[src/hdl/hsfc_pkg.sv]
// Shared types, register indexes and flag positions for the Hall sensor frame checker.
package hsfc_pkg;

	localparam int FRAME_W = 56;
	localparam int RESULT_W = 72;
	localparam int CFG_INDEX_W = 2;

	localparam logic [CFG_INDEX_W-1:0] REG_NEGATE_X = 2'd0;
	localparam logic [CFG_INDEX_W-1:0] REG_NEGATE_Y = 2'd1;
	localparam logic [CFG_INDEX_W-1:0] REG_NEGATE_Z = 2'd2;

	localparam int FLAG_READ_FAIL  = 0;
	localparam int FLAG_BUS_PARITY = 1;
	localparam int FLAG_PD0        = 2;
	localparam int FLAG_PD3        = 3;
	localparam int FLAG_TESTMODE   = 4;
	localparam int FLAG_CFG_PARITY = 5;
	localparam int FLAG_FUSE       = 6;
	localparam int FLAG_FRAME_REPT = 7;

	localparam int DIAG_P    = 7;
	localparam int DIAG_FF   = 6;
	localparam int DIAG_CF   = 5;
	localparam int DIAG_T    = 4;
	localparam int DIAG_PD3  = 3;
	localparam int DIAG_PD0  = 2;

	localparam logic [15:0] NEG_LIMIT = 16'h8000;
	localparam logic [15:0] POS_LIMIT = 16'h7FFF;

	// Register bytes of one frame; the first register sits in the lowest bits.
	typedef struct packed {
		logic [7:0] diag_byte;
		logic [7:0] temp_z_low_bits;
		logic [7:0] xy_low_nibbles;
		logic [7:0] temp_high_byte;
		logic [7:0] z_high_byte;
		logic [7:0] y_high_byte;
		logic [7:0] x_high_byte;
	} frame_t;

	typedef struct packed {
		logic negate_z;
		logic negate_y;
		logic negate_x;
	} cfg_t;

	typedef struct packed {
		logic [1:0]  frame_count;
		logic [15:0] temp_value;
		logic [15:0] z_value;
		logic [15:0] y_value;
		logic [15:0] x_value;
	} held_t;

	typedef struct packed {
		logic        values_updated;
		held_t       held;
		logic [7:0]  error_flags;
	} result_t;

	function automatic logic [15:0] neg_sat(input logic [15:0] raw, input logic enable);
		logic [15:0] res;
		res = raw;
		if (enable) begin
			if (raw == NEG_LIMIT) begin
				res = POS_LIMIT;
			end else begin
				res = (~raw) + 16'd1;
			end
		end
		return res;
	endfunction

endpackage

[src/hdl/hsfc_decode.sv]
// Frame check and value assembly logic for one sensor readout frame.
module hsfc_decode (
	input  logic            read_ok,
	input  hsfc_pkg::frame_t frame,
	input  hsfc_pkg::cfg_t  cfg,
	input  hsfc_pkg::held_t held,
	output hsfc_pkg::result_t res
);

	logic       parity;
	logic [7:0] diag_flags;
	logic [1:0] frm;
	logic [15:0] raw_x;
	logic [15:0] raw_y;
	logic [15:0] raw_z;

	assign parity = ^{frame.x_high_byte, frame.y_high_byte, frame.z_high_byte,
		frame.temp_high_byte, frame.xy_low_nibbles, frame.temp_z_low_bits};
	assign frm = frame.diag_byte[1:0];

	assign raw_x = {frame.x_high_byte, frame.xy_low_nibbles[7:4], 4'h0};
	assign raw_y = {frame.y_high_byte, frame.xy_low_nibbles[3:0], 4'h0};
	assign raw_z = {frame.z_high_byte, frame.temp_z_low_bits[3:0], 4'h0};

	always_comb begin
		diag_flags = 8'h00;
		diag_flags[hsfc_pkg::FLAG_BUS_PARITY] = (frame.diag_byte[hsfc_pkg::DIAG_P] == parity);
		diag_flags[hsfc_pkg::FLAG_PD0] = !frame.diag_byte[hsfc_pkg::DIAG_PD0];
		diag_flags[hsfc_pkg::FLAG_PD3] = !frame.diag_byte[hsfc_pkg::DIAG_PD3];
		diag_flags[hsfc_pkg::FLAG_TESTMODE] = frame.diag_byte[hsfc_pkg::DIAG_T];
		diag_flags[hsfc_pkg::FLAG_CFG_PARITY] = !frame.diag_byte[hsfc_pkg::DIAG_CF];
		diag_flags[hsfc_pkg::FLAG_FUSE] = !frame.diag_byte[hsfc_pkg::DIAG_FF];
	end

	always_comb begin
		res.held = held;
		res.values_updated = 1'b0;
		res.error_flags = 8'h00;
		if (!read_ok) begin
			res.error_flags[hsfc_pkg::FLAG_READ_FAIL] = 1'b1;
		end else if (diag_flags != 8'h00) begin
			res.error_flags = diag_flags;
		end else begin
			res.values_updated = 1'b1;
			res.held.x_value = hsfc_pkg::neg_sat(raw_x, cfg.negate_x);
			res.held.y_value = hsfc_pkg::neg_sat(raw_y, cfg.negate_y);
			res.held.z_value = hsfc_pkg::neg_sat(raw_z, cfg.negate_z);
			res.held.temp_value = {frame.temp_high_byte, frame.temp_z_low_bits[7:6], 6'h00};
			if (frm == held.frame_count) begin
				res.error_flags[hsfc_pkg::FLAG_FRAME_REPT] = 1'b1;
			end else begin
				res.held.frame_count = frm;
			end
		end
	end

endmodule

[src/hdl/hall_sensor_frame_checker_core.sv]
// Top level of the Hall sensor readout frame checker.
//
// One item on the input stream is one sensor readout frame: tdata carries the
// seven register bytes and tuser carries the bus read-ok flag. Every frame
// yields exactly one result item with the error flags and the held X, Y, Z and
// temperature values; tuser of the result says whether this frame updated them.
// The negate registers are written through the plain write port; the user
// must write them only while idle, as the block itself does not enforce it.
// An accepted item is registered in the input stage and its result is loaded
// into the output register once that register is empty or its item is taken.
// Throughput is one item per cycle unless the receiver stalls, set by the
// single combinational check stage between the input and output registers.
// When the receiver stalls, the output register holds its item and the input
// register still takes one more item; input ready drops only when both are
// full. Reset empties both stages and clears the held values, the stored frame
// counter and the negate registers.
module hall_sensor_frame_checker_core (
	input  logic        clk,
	input  logic        arst_n,
	input  logic        s_axis_tvalid,
	output logic        s_axis_tready,
	// x_high_byte, y_high_byte, z_high_byte, temp_high_byte, xy_low_nibbles,
	// temp_z_low_bits, diag_byte
	input  logic [hsfc_pkg::FRAME_W-1:0] s_axis_tdata,
	// read_ok
	input  logic        s_axis_tuser,
	output logic        m_axis_tvalid,
	input  logic        m_axis_tready,
	// error_flags, x_value, y_value, z_value, temp_value
	output logic [hsfc_pkg::RESULT_W-1:0] m_axis_tdata,
	// values_updated
	output logic        m_axis_tuser,
	input  logic        cfg_we,
	input  logic [hsfc_pkg::CFG_INDEX_W-1:0] cfg_index,
	input  logic        cfg_data
);

	logic              valid_s1;
	hsfc_pkg::frame_t  frame_s1;
	logic              read_ok_s1;
	logic              valid_s2;
	hsfc_pkg::result_t result_s2;
	hsfc_pkg::held_t   held_q;
	hsfc_pkg::cfg_t    cfg_q;
	hsfc_pkg::result_t result;
	logic              out_free;

	assign out_free = !valid_s2 || m_axis_tready;
	assign s_axis_tready = !valid_s1 || out_free;

	always_ff @(posedge clk or negedge arst_n) begin
		if (!arst_n) begin
			cfg_q <= '0;
		end else if (cfg_we) begin
			case (cfg_index)
				hsfc_pkg::REG_NEGATE_X: cfg_q.negate_x <= cfg_data;
				hsfc_pkg::REG_NEGATE_Y: cfg_q.negate_y <= cfg_data;
				hsfc_pkg::REG_NEGATE_Z: cfg_q.negate_z <= cfg_data;
				default: cfg_q <= cfg_q;
			endcase
		end
	end

	always_ff @(posedge clk or negedge arst_n) begin
		if (!arst_n) begin
			valid_s1 <= 1'b0;
		end else if (s_axis_tready) begin
			valid_s1 <= s_axis_tvalid;
		end
	end

	always_ff @(posedge clk) begin
		if (s_axis_tready && s_axis_tvalid) begin
			frame_s1 <= hsfc_pkg::frame_t'(s_axis_tdata);
			read_ok_s1 <= s_axis_tuser;
		end
	end

	hsfc_decode u_decode (
		.read_ok (read_ok_s1),
		.frame   (frame_s1),
		.cfg     (cfg_q),
		.held    (held_q),
		.res     (result)
	);

	always_ff @(posedge clk or negedge arst_n) begin
		if (!arst_n) begin
			valid_s2 <= 1'b0;
			held_q <= '0;
		end else if (out_free) begin
			valid_s2 <= valid_s1;
			if (valid_s1) begin
				held_q <= result.held;
			end
		end
	end

	always_ff @(posedge clk) begin
		if (out_free && valid_s1) begin
			result_s2 <= result;
		end
	end

	assign m_axis_tvalid = valid_s2;
	assign m_axis_tdata = {result_s2.held.temp_value, result_s2.held.z_value,
		result_s2.held.y_value, result_s2.held.x_value, result_s2.error_flags};
	assign m_axis_tuser = result_s2.values_updated;

endmodule

[config.mk]
export PLATFORM = sky130hd
export DESIGN_NAME = hall_sensor_frame_checker_core
export DESIGN_NICKNAME = d
export VERILOG_FILES = /design/src/hdl/hsfc_pkg.sv /design/src/hdl/hsfc_decode.sv /design/src/hdl/hall_sensor_frame_checker_core.sv
export SDC_FILE = /design/constraint.sdc
export NUM_CORES = 1
export LEC_CHECK = 0
export ABC_AREA = 1
export BUFFER_PORTS_ARGS = -buffer_cell sky130_fd_sc_hd__buf_2
export CORE_ASPECT_RATIO = 1.2
export CORE_UTILIZATION = 35
export CTS_BUF_LIST = sky130_fd_sc_hd__clkbuf_16
export DETAILED_ROUTE_END_ITERATION = 12
export GPL_TIMING_DRIVEN = 0
export PLACE_DENSITY = 0.64
export REMOVE_ABC_BUFFERS = 1
export SYNTH_ARGS = -nofsm -noshare
export SYNTH_HDL_FRONTEND = slang
export SYNTH_SLANG_ARGS = --single-unit
[constraint.sdc]
create_clock -name clk -period 5.2 [get_ports clk]
set_input_delay 0.26 -clock clk [delete_from_list [all_inputs] [get_ports clk]]
set_output_delay 0.26 -clock clk [all_outputs]
set_load 0.05 [all_outputs]
# Word level (Yosys, flattened, before mapping)
# Cells that the tools add are included.
[word_totals]
ff_bits = 201
inputBits = 65
output_inout_bits = 75
wordCells = 74
[classes]
add_sub_neg = 3
n_eq_ne = 7
muxes = 12
bitwise_logic = 6
reduce_logical = 20
[ops]
columns = ["cell", "n"]
rows = [
  ["$mux 16", 6],
  ["$mux 71", 1],
  ["$mux 67", 1],
  ["$add 16x1->16 const B", 3],
  ["$not 16->16", 3],
  ["$reduce_xor 48->1", 1],
  ["$eq 12x12->1 const B", 3],
  ["$reduce_and 2->1", 5],
  ["$reduce_bool 8->1", 1],
  ["$mux 7", 1],
  ["$logic_not 1->1", 6],
  ["$reduce_and 5->1", 1],
  ["$not 1->1", 3],
  ["$eq 2x1->1 const B", 1],
  ["$eq 2x2->1", 1],
  ["$eq 2x2->1 const B", 1],
  ["$logic_and 1x1->1", 2],
  ["$logic_not 2->1", 1],
  ["$logic_or 1x1->1", 2],
  ["$mux 1", 2],
  ["$mux 2", 1],
  ["$reduce_or 2->1", 1],
  ["$eq 1x1->1", 1],
]

# Depth between registers and ports, before layout
# Gate-level depths: netlist (run 1).
[logic_depth]
depth_word = 6
depth_mapped = 22

# Cells and area by module
# Synthesis (run 1) repeated with hierarchy kept, for this count alone.
[unflattened]
hier_cells = 1022
hier_area_um2 = 9475.3
[by_module_without_submodules]
columns = ["mod", "n_inst", "cells_per_inst", "area_per_inst_um2", "seq_area_each_um2"]
rows = [
  ["hall_sensor_frame_checker_core", 1, 445, 6755.2, 5680.4],
  ["hsfc_decode", 1, 577, 2720.1, 0.0],
]

# Worst setup path after synthesis (run 1)
# OpenSTA, ideal clock, no wires.
[synth_timing]
path_kind = "register to register"
from = "register valid_s2 (netlist: m_axis_tvalid)"
to = "register held_q[64] in the netlist's numbering"
setup_ns = 0.065
arrival_time_ns = 5.268
required_time_ns = 5.135
slack_ns = -0.133
path_stages_with_launch = 8
path_buffers = 0
path_cell_list = "dfrtp_1 inv_1 nor2_1 nor2_1 inv_1 nor2_2 nand2_1 nand2_1"
[synth_via]
elab_chain_cells = 3
[synth_lines]
columns = ["element", "line_no", "text"]
rows = [
  ["start, declared", "hall_sensor_frame_checker_core.sv:41", "logic valid_s2;"],
  ["start signal, assigned", "hall_sensor_frame_checker_core.sv:92", "valid_s2 <= valid_s1;"],
  ["$logic_not 1->1", "hall_sensor_frame_checker_core.sv:48", "assign out_free = !valid_s2 || m_axis_tready;"],
  ["$logic_or 1x1->1", "hall_sensor_frame_checker_core.sv:48", ""],
  ["$reduce_and 5->1 (no source line)", "--", ""],
  ["end signal, assigned", "hall_sensor_frame_checker_core.sv:94", "held_q <= result.held;"],
  ["end, declared", "hall_sensor_frame_checker_core.sv:43", "hsfc_pkg::held_t held_q;"],
]
# No other way between the ends.
# A chain may end at the register's enable or synchronous reset.

# Worst setup path after layout (run 1)
[layout_timing]
from = "register frame_s1[8] in the netlist's numbering"
to = "register held_q[64] in the netlist's numbering"
[layout_via]
elab_chain_cells = 5
[layout_lines]
columns = ["element", "line_no", "text"]
rows = [
  ["start, declared", "hall_sensor_frame_checker_core.sv:39", "hsfc_pkg::frame_t frame_s1;"],
  ["start signal, assigned", "hall_sensor_frame_checker_core.sv:74", "frame_s1 <= hsfc_pkg::frame_t'(s_axis_tdata);"],
  ["$reduce_xor 48->1", "hsfc_decode.sv:17", "assign parity = ^{frame.x_high_byte, frame.y_high_byte, frame.z_high_byte,"],
  ["$eq 1x1->1", "hsfc_decode.sv:27", "diag_flags[hsfc_pkg::FLAG_BUS_PARITY] = (frame.diag_byte[hsfc_pkg::DIAG_P] == parity);"],
  ["$reduce_bool 8->1", "hsfc_decode.sv:41", "end else if (diag_flags != 8'h00) begin"],
  ["$not 1->1 (no source line)", "--", ""],
  ["$reduce_and 5->1 (no source line)", "--", ""],
]
# No other way between the ends.

==> results of run 1 <==
per-layer routing:
metal	vias to the layer above	GRT usage (%)	wire length [microns]
li1	3357	-	-
met1	3031	19.4	8660
met2	130	26.3	9430
met3	39	2.16	820
met4	0	5.41	572
met5	-	0	0
flip-flops by register name, summed over array words and instances (netlist names):
register	flops
m_axis_tdata	72
held_q	66
frame_s1	56
cfg_q	3
m_axis_tuser	1
m_axis_tvalid	1
read_ok_s1	1
valid_s1	1
where the power goes:
| group | total, mW | switching (mW) | internal [mW] |
|---|---|---|---|
| Sequential | 2.09 | 0.107 | 1.98 |
| Combinational | 0.983 | 0.681 | 0.302 |
| Clock | 1.51 | 0.587 | 0.928 |
| Total | 4.59 | 1.38 | 3.21 |
cell type report:
type,instances,area (sq um),share of cell area (%)
inverters,104,390,3.46
repair buffers,204,1410,12.5
flip-flops and latches,201,5680,50.4
well taps,325,407,3.61
clock buffers,21,526,4.66
clock inverters,16,169,1.50
multi-input cells,578,2700,23.9
cells in the final DEF (no fill, tap or decap), types with 2 or more instances in the layout:
cell type / n
nand2_1: 320
inv_1: 104
nand3_1: 44
clkbuf_16: 21
nand4_1: 3
buf_12: 4
or2_2: 5
nor2_2: 2
dlygate4sd3_1: 60
clkinv_2: 3
edfxtp_1: 130
o21ai_0: 70
xnor2_1: 7
a21oi_1: 17
buf_2: 138
xor2_1: 11
dfrtp_1: 71
nor2_4: 2
nor3_1: 7
o21ai_1: 25
inv_2: 4
ha_1: 18
clkinv_1: 5
nor2_1: 41
bufinv_16: 4
synthesized netlist by cell type:
| cell type | number |
|---|---|
| nand2_1 | 320 |
| edfxtp_1 | 130 |
| inv_1 | 99 |
| dfrtp_1 | 71 |
| o21ai_0 | 70 |
| nand3_1 | 44 |
| nor2_1 | 42 |
| o21ai_1 | 25 |
| ha_1 | 18 |
| a21oi_1 | 17 |
| xor2_1 | 11 |
| buf_2 | 9 |
| clkbuf_1 | 8 |
| nor3_1 | 7 |
| xnor2_1 | 7 |
| buf_6 | 5 |
| or2_2 | 5 |
| buf_4 | 3 |
| inv_2 | 3 |
| nand4_1 | 3 |
| nor2_2 | 3 |
| clkinv_1 | 2 |
| and3_1 | 1 |
| nand2_2 | 1 |
| nand3_2 | 1 |
| nand3b_1 | 1 |
| nor3_2 | 1 |
| o21ai_2 | 1 |
critical path, cell delays in order (launching register included):
cell	delay, ns
edfxtp_1	0.41
inv_1	0.12
ha_1	0.27
nand2_1	0.10
inv_1	0.04
nor2_1	0.08
nand2_1	0.05
nand2_1	0.08
inv_1	0.04
nand2_1	0.05
nand2_1	0.10
inv_1	0.07
nand3_1	0.08
nand3_1	0.13
nand2_1	0.08
nor2_2	0.20
nand2_4	0.54
nor2_2	0.47
nand2_1	0.09
nand2_1	0.07
final timing paths:
| kind | endpoint | slack, ns | from |
|---|---|---|---|
| max | held_q[64] | 2.03 | frame_s1[8] |
| min | cfg_q[0] | 0.07 | cfg_data |
| max reg2reg | held_q[64] | 2.03 | frame_s1[8] |
| min reg2reg | held_q[2] | 0.47 | held_q[2] |
| max in group asynchronous | held_q[40] | 4.39 | arst_n |
| min in group asynchronous | valid_s1 | 0.22 | arst_n |
per-stage QoR:
step | worst slack, ns | TNS [ns] | utilization [%] | total power, mW
after floorplan | -1.18 | -69.03 | - | 2.84
after CTS | 1.99 | 0 | 45.4 | 4.65
final | 2.03 | 0 | 45.4 | 4.59
after detailed placement | 2.00 | 0 | 40.2 | 3.08
after global routing | 1.60 | 0 | 45.4 | 4.84
after global placement | -4.15 | -328.13 | 39.7 | 3.05
timing repair:
action	in CTS	in global routing
gates resized for setup	0	0
endpoints found under the hold margin	80	0
hold buffers	60	0
cell families after synthesis:
| kind of cell | Yosys count | share of synthesized area, % |
|---|---|---|
| XOR/XNOR | 18 | 1.77 |
| buffers and inverters | 129 | 6.12 |
| adder cells (fa/ha/maj) | 18 | 2.53 |
| flip-flops | 201 | 63.8 |
| AND/OR/NAND/NOR | 429 | 19.4 |
| AO/OA/AOI/OAI | 113 | 6.40 |
==> impl_metrics.csv, run 1 <==
group,metric,value,unit
outcome,status,"finished, final reports clean",
sta,finalClockSkew,0.0142,ns
placed_design,portBuffers,139,
clock_tree,cts_buffer_depth,3,
detailed_routing,num_vias,6557,
sta,period_share,60.9,%
power,powerDensity,407,nW/um^2
layout,finalInstanceArea,11300,sq um
clock_tree,cts_made_buffers,21,
global_route,overflow,0,
clock_tree,post_cts_buffers,0,
layout,antennaDiodeCount,0,
synthesis,synth-seq-cells,201,
detailed_routing,viasPerCell,4.53,
floorplanning,die-area,26100,sq um
synthesis,ys_types,28,
floorplanning,rows,63,
setup_path,setup.worst_path.end_class,"flip-flop",
sta,hold_ws,0.0725,ns
detailed_routing,antenna_left,0,
detailed_routing,drtIter0Drc,296,
floorplanning,coreArea,24800,sq um
sta,slew_headroom,38.5,%
placed_design,hpwlAfterDp,13.2,mm
clock_tree,clock-sinks,201,
power,max-vdd-ir-drop,0.264,mV
sta,setup_viol,0,
setup_path,reg2reg_depth,19,
synthesis,yosys.area.top_type_share,43.9,%
floorplanning,start_util,35.8,%
global_route,antenna_found_initial,0,
global_route,grt_pass1_wl,31.3,mm
clock_tree,cts-root-buf,"clkbuf_16",
global_route,grtUsageTotal,15.2,%
sta,report.final.slew_viol_count,0,
placed_design,dpl.cell_count,1352,
sta,hold_viol,0,
synthesis,ys_warn_count,0,
clock_tree,worstSkewPairLatency,0.49,ns
placed_design,place_area,9980,sq um
setup_path,cp_max_fo,88,
synthesis,seq_area_frac_synth,63.8,%
setup_path,worstPathArrival,3.60,ns
setup_path,crit_required,5.63,ns
layout,area_delta_synth_final,26.7,%
floorplanning,die_w,148,microns
setup_path,crit_type,"reg2reg",
min_path,min_delay_path_depth,3,
job,maxCapViolCount,0,
layout,final_cell_count_no_fill,1449,
sta,rsz0062_at_grt,"false",
layout,drive_gt1_share,16.8,%
sta,tightest_slew,0.923,ns
global_route,grt_pass1_vias,6371,
detailed_routing,drc,0,
global_route,grt_max_degree,89,
layout,fill_cells,2310,
setup_path,start_kind,"flip-flop",
synthesis,avgSynthCellArea,9.80,sq um
layout,fin_nets,1193,
clock_tree,clkTransAtPathRegs,0.06,ns
detailed_routing,first_pass_iters,5,
detailed_routing,wl_per_cell,13.4,microns
clock_tree,cts_htree_levels,1,
detailed_routing,routed_wirelength,19.5,mm
power,leakagePower,5.42,nW
synthesis,synth_top_cell_by_area,"edfxtp_1",
synthesis,yosys-top-cells-area,"edfxtp_1 (44%), dfrtp_1 (20%), nand2_1 (13%)",
synthesis,synthesis.area,8900,sq um
floorplanning,fp.dieH,177,microns
clock_tree,cts_tree,"yes",
placed_design,gp_congestion,0.800,
floorplanning,io_pins,140,
synthesis,syn-instance-count,908,
sta,timing.final.crit_period,3.17,ns
sta,fmax,0.316,GHz
min_path,hold_path.class,"in2reg",
(Power assumes the default switching activity.)
==> run 2: changes to the inputs <==
- ABC_AREA: 1 -> 0
- clock period: 5.2 -> 2.6 ns (I/O delays scaled with it)
==> impl_metrics.csv, run 2 <==
group,metric,value,unit
global_route,antenna_found_initial,0,
floorplanning,start_util,35.9,%
clock_tree,clkTransAtPathRegs,0.06,ns
synthesis,synth-seq-cells,201,
setup_path,crit_chain,"inv_1 > ha_4 > xnor2_4 > xnor2_2 > xnor2_2 > xnor3_2 > or2_4 > clkbuf_16 > mux2_4",
clock_tree,clock-sinks,201,
layout,final_cell_count_no_fill,1180,
floorplanning,io_pins,140,
min_path,min_delay_path_depth,3,
sta,rsz0062_at_grt,"true",
global_route,grt_pass1_wl,29.7,mm
sta,slew_headroom,51.0,%
clock_tree,cts_buffer_depth,3,
placed_design,hpwlAfterDp,11.9,mm
synthesis,postSynth.asyncResetShare,35.3,%
global_route,grt_max_degree,49,
layout,mostFrequentLayoutCells,"buf_2 (138), edfxtp_1 (130), mux2_4 (91)",
clock_tree,cts_made_buffers,22,
setup_path,r2r_slack,-0.37,ns
job,maxCapViolCount,0,
layout,antennaDiodeCount,0,
setup_path,r2r-end,"m_axis_tdata[36]",
sta,period_share,114,%
floorplanning,fp.dieH,177,microns
outcome,violations,"negative setup slack",
global_route,met2_usage,25.3,%
clock_tree,cts_htree_levels,1,
placed_design,dpl.cell_count,1049,
setup_path,crit_type,"reg2reg",
synthesis,ys_types,32,
detailed_routing,wl_per_cell,16.6,microns
setup_path,crit-reg2reg-launch,"frame_s1[16]",
layout,largest_register_ffs,72,
clock_tree,worstSkewPairLatency,0.50,ns
global_route,grtUsageMet3,2.94,%
setup_path,worst_path_most_repeated_cell,"xnor2_2",
synthesis,syn-instance-count,597,
layout,area_delta_synth_final,36.7,%
sta,finalClockSkew,0.0140,ns
floorplanning,die_w,148,microns
synthesis,synth_edf_count,130,
sta,hold_viol,0,
detailed_routing,routed_wirelength,19.6,mm
global_route,overflow,0,
setup_path,cpPeakStageDelay,0.51,ns
synthesis,synth_top_cell_by_area,"edfxtp_1",
layout,drive_gt1_share,41.9,%
sta,report.final.slew_viol_count,0,
detailed_routing,num_vias,5406,
placed_design,dp_slack,-1.03,ns
synthesis,post-synth-top-count-cell,"edfxtp_1",
global_route,grtUsageTotal,14.6,%
synthesis,ys.flop_type,"edfxtp_1",
sta,fmax,0.337,GHz
synthesis,ys_warn_count,0,
clock_tree,cts-root-buf,"clkbuf_16",
power,power,10.4,mW
min_path,hold_path.class,"in2reg",
detailed_routing,drtIter0Drc,127,
setup_path,worstPathArrival,3.22,ns
min_path,hp-start,"cfg_index[0]",
sta,tightest_slew,0.735,ns
placed_design,gp_congestion,0.728,
setup_path,cpMaxStageDelayCell,"xnor3_2",
global_route,met1_usage,18.9,%
power,powerDensity,851,nW/um^2
setup_path,crit_required,2.85,ns
clock_tree,cts_tree,"yes",
sta,worst_slack,-0.368,ns
sta,timing.final.crit_period,2.97,ns
sta,setup_viol,131,
detailed_routing,drc,0,
power,max-vdd-ir-drop,0.696,mV
floorplanning,die-area,26100,sq um
setup_path,reg2reg_depth,9,
min_path,whs_endpoint,"cfg_q[0]",
layout,fill_cells,2133,
layout,final_common_cell,"buf_2",
synthesis,seq_area_frac_synth,63.8,%
setup_path,setup.worst_path.end_class,"flip-flop",
detailed_routing,first_pass_iters,4,
synthesis,yosys.area.top_type_share,43.8,%
floorplanning,rows,63,
outcome,status,"finished, violations left",
detailed_routing,viasPerCell,4.58,
synthesis,synthesis.area,8900,sq um
floorplanning,coreArea,24800,sq um
synthesis,synthTopCellsByCount,"edfxtp_1 (130), dfrtp_1 (71), mux2_2 (54)",
detailed_routing,antenna_left,0,
global_route,grt.busiest_layer,"met2",
synthesis,yosys-top-cells-area,"edfxtp_1 (44%), dfrtp_1 (20%), mux2_2 (6.8%)",
setup_path,cp_max_fo,10,
power,leakagePower,5.49,nW
placed_design,portBuffers,139,
synthesis,avgSynthCellArea,14.9,sq um
global_route,grt_pass1_vias,5512,
layout,fin_nets,922,
setup_path,start_kind,"flip-flop",
## run 2: changes by cell type in the layout (fill, tap and decap cells not counted), moves of 17 or more
cell     previous run  this run
xnor2_1             7        24
nand3_1            44        10
o21ai_1            25         0
nand2_1           320        36
nor2_1             41        15
o21ai_0            70        18
inv_1             104        38
mux2_2              0        28
mux2_4              0        91
## run 2: worst max-delay path, delay by kind of cell, from the launching register on
kind	cells	cell delay [ns]
XOR/XNOR	4	1.07
flip-flops	1	0.40
buffers and inverters	2	0.36
AND/OR/NAND/NOR	1	0.34
multiplexers	1	0.31
adder cells (fa/ha/maj)	1	0.24
## run 2: how the worst max path moves through the flow
stage	start	to	slack (ns)	cells after the start
2_1_floorplan	m_axis_tvalid	held_q[16]	-3.27	4
3_3_place_gp	m_axis_tvalid	held_q[32]	-5.84	4
3_5_place_dp	frame_s1[11]	held_q[47]	-1.03	11
4_1_cts	frame_s1[31]	m_axis_tdata[20]	-0.55	7
5_1_grt	frame_s1[33]	m_axis_tdata[40]	-0.46	9
6_report	frame_s1[16]	m_axis_tdata[36]	-0.37	9
## run 2: report_power, final
group	switching (mW)	internal, mW
logic	1.52	1.43
registers	0.295	4.11
clock network	1.21	1.79
## run 2: timing repair
| action | 4_1_cts | 5_1_grt |
|---|---|---|
| gates resized for setup | 78 | 31 |
| endpoints found under the setup margin | 132 | 132 |
| cloned | 3 | 5 |
| pin swaps | 6 | 12 |
| buffers inserted | 15 | 7 |
| hold buffers | 63 | 0 |
| hold endpoints to repair | 133 | 0 |
## run 2: stage by stage
step	TNS, ns	cell area, sq um	hold slack, ns	utilization (%)
6_report	-36.97	12200	0.0237	49.0
4_1_cts	-64.72	11900	0.00546	48.0
2_1_floorplan	-355.94	8760	-0.166	-
5_1_grt	-52.22	12200	0.00959	49.0
3_5_place_dp	-98.38	10100	0.0834	40.6
3_3_place_gp	-656.96	9870	0.306	39.7
## run 2: routing by layer
| layer | up-vias | share of wire (%) |
|---|---|---|
| met1 | 2626 | 45 |
| met5 | - | 0 |
| met3 | 17 | 5.3 |
| li1 | 2617 | - |
| met2 | 146 | 49 |
| met4 | 0 | 1.1 |
## run 2: cell type report
class                      count  area, sq um  area share, %
tap                          325          407           3.34
timing repair buffer         237         1880           15.4
clock buffer                  23          576           4.73
multi-input combinational    338         3360           27.6
inverter                      39          146           1.20
sequential                   201         5680           46.7
clock inverter                17          124           1.02
## run 2: kinds of logic after synthesis
logic type | count (synthesis) | share of synthesized area [%]
multiplexers | 120 | 16.5
XOR/XNOR | 44 | 4.95
flip-flops | 201 | 63.8
AO/OA/AOI/OAI | 34 | 2.08
AND/OR/NAND/NOR | 120 | 6.90
adder cells (fa/ha/maj) | 18 | 2.53
buffers and inverters | 60 | 3.22
==> run 3: changes to the inputs <==
- PLACE_DENSITY: 0.64 -> default
- PLACE_DENSITY_LB_ADDON: default -> 0.12
==> impl_metrics.csv, run 3 (synthesis gave the netlist of run 2 again) <==
group,metric,value,unit
clock_tree,cts_made_buffers,23,
layout,multi_input_area,3480,sq um
floorplanning,die-area,26100,sq um
outcome,status,"finished, violations left",
layout,drive_gt1_share,44.6,%
layout,antennaDiodeCount,0,
clock_tree,cts-root-buf,"clkbuf_16",
power,power_frac_comb,30.9,%
floorplanning,die_w,148,microns
detailed_routing,first_pass_iters,4,
layout,final_common_cell,"buf_2",
sta,hold_viol,0,
sta,fmax,0.328,GHz
layout,mostFrequentLayoutCells,"buf_2 (138), edfxtp_1 (130), mux2_4 (94)",
detailed_routing,viasPerCell,4.66,
setup_path,cp_max_fo,7,
placed_design,gp_congestion,0.722,
floorplanning,io_pins,140,
layout,fin_nets,945,
placed_design,dpl.cell_count,1047,
setup_path,worstPathArrival,3.30,ns
power,leakagePower,5.66,nW
detailed_routing,wl_per_cell,17.3,microns
placed_design,hpwlAfterDp,11.8,mm
layout,final_cell_count_no_fill,1204,
detailed_routing,antenna_left,0,
setup_path,crit_type,"reg2reg",
sta,hold_ws,0.115,ns
global_route,grt_pass1_vias,6001,
setup_path,crit_required,2.85,ns
global_route,overflow,0,
layout,area_delta_synth_final,41.7,%
floorplanning,start_util,35.9,%
min_path,hold_path.class,"in2async",
detailed_routing,routed_wirelength,20.9,mm
global_route,antenna_found_initial,0,
floorplanning,rows,63,
clock_tree,clkTransAtPathRegs,0.06,ns
placed_design,portBuffers,139,
outcome,violations,"negative setup slack",
clock_tree,clock-sinks,201,
clock_tree,worstSkewPairLatency,0.51,ns
detailed_routing,drc,0,
sta,period_share,117,%
setup_path,r2r_slack,-0.45,ns
clock_tree,cts_htree_levels,1,
clock_tree,cts_tree,"yes",
layout,fill_cells,2143,
power,powerDensity,859,nW/um^2
power,switching_share,29.8,%
sta,setup_tns,-47.76,ns
setup_path,start_kind,"flip-flop",
setup_path,reg2reg_depth,10,
sta,slew_headroom,43.2,%
power,max-vdd-ir-drop,0.655,mV
power,power,10.8,mW
global_route,grtUsageTotal,16.1,%
power,p_sw,3.23,mW
job,maxCapViolCount,0,
setup_path,setup.worst_path.end_class,"flip-flop",
sta,report.final.slew_viol_count,0,
sta,tightest_slew,0.852,ns
sta,setup_viol,133,
detailed_routing,num_vias,5605,
floorplanning,fp.dieH,177,microns
global_route,grt_pass1_wl,32.1,mm
power,power.clock.fraction,28.4,%
detailed_routing,drtIter0Drc,170,
layout,largest_register_ffs,72,
layout,seqCellArea,5680,sq um
sta,timing.final.crit_period,3.05,ns
sta,worst_slack,-0.453,ns
power,seqPwrFrac,40.7,%
power,p_int,7.61,mW
sta,finalClockSkew,0.0116,ns
clock_tree,cts_buffer_depth,3,
global_route,grt_max_degree,58,
sta,rsz0062_at_grt,"true",
floorplanning,coreArea,24800,sq um
placed_design,dp_slack,-1.30,ns
## run 3: critical path: stages, from the launching register on
cell      delay [ns]
edfxtp_1        0.43
inv_2           0.11
ha_4            0.21
xnor2_2         0.13
xnor3_1         0.39
xnor3_1         0.25
xnor3_2         0.33
buf_4           0.17
buf_6           0.12
or2_4           0.33
mux2_4          0.33
## run 3: final timing paths
| kind | endpoint | from |
|---|---|---|
| hold reg to reg | held_q[51] | held_q[51] |
| setup reg to reg | m_axis_tdata[65] | frame_s1[22] |
| hold / removal | held_q[64] | arst_n |
| min in group clk | frame_s1[0] | s_axis_tdata[0] |
| max in group asynchronous | held_q[3] | arst_n |
| setup / recovery | m_axis_tdata[65] | frame_s1[22] |
## run 3: stage by stage
step / utilization (%) / instance area (sq um)
global route: 50.8 / 12600
finish: 50.8 / 12600
detailed placement: 40.5 / 10100
floorplan: - / 8760
CTS: 50.6 / 12600
global placement: 39.7 / 9870
## run 3: layout make-up
type	count	share of cell area [%]
clock buffer	23	4.56
inverter	39	1.16
timing repair buffer	258	17.3
tap	325	3.22
sequential	201	45.0
multi-input combinational	339	27.6
clock inverter	19	1.14
## run 3: what timing repair did
action / CTS / global route
hold buffers: 68 / 0
setup endpoints to repair: 132 / 132
resized for setup: 114 / 43
setup buffers: 34 / 9
endpoints found under the hold margin: 133 / 0
cloned: 13 / 4
pin swaps: 15 / 4
## run 3: metal layers
| metal | share of wire (%) | up-vias | global-route usage (%) |
|---|---|---|---|
| li1 | - | 2665 | - |
| met1 | 45 | 2763 | 20.4 |
| met4 | 1.9 | 0 | 4.68 |
| met2 | 48 | 146 | 27.7 |
| met3 | 5.0 | 31 | 3.14 |
| met5 | 0 | - | 0 |
## run 3: power by group through the flow
stage | clock (mW) | sequential (mW) | combinational, mW
final | 3.08 | 4.42 | 3.35
after detailed placement | 0 | 4.44 | 2.44
after global placement | 0 | 4.43 | 2.38
after CTS | 3.17 | 4.41 | 3.12
after floorplan | 0 | 5.09 | 1.19
after global routing | 3.29 | 4.48 | 3.56
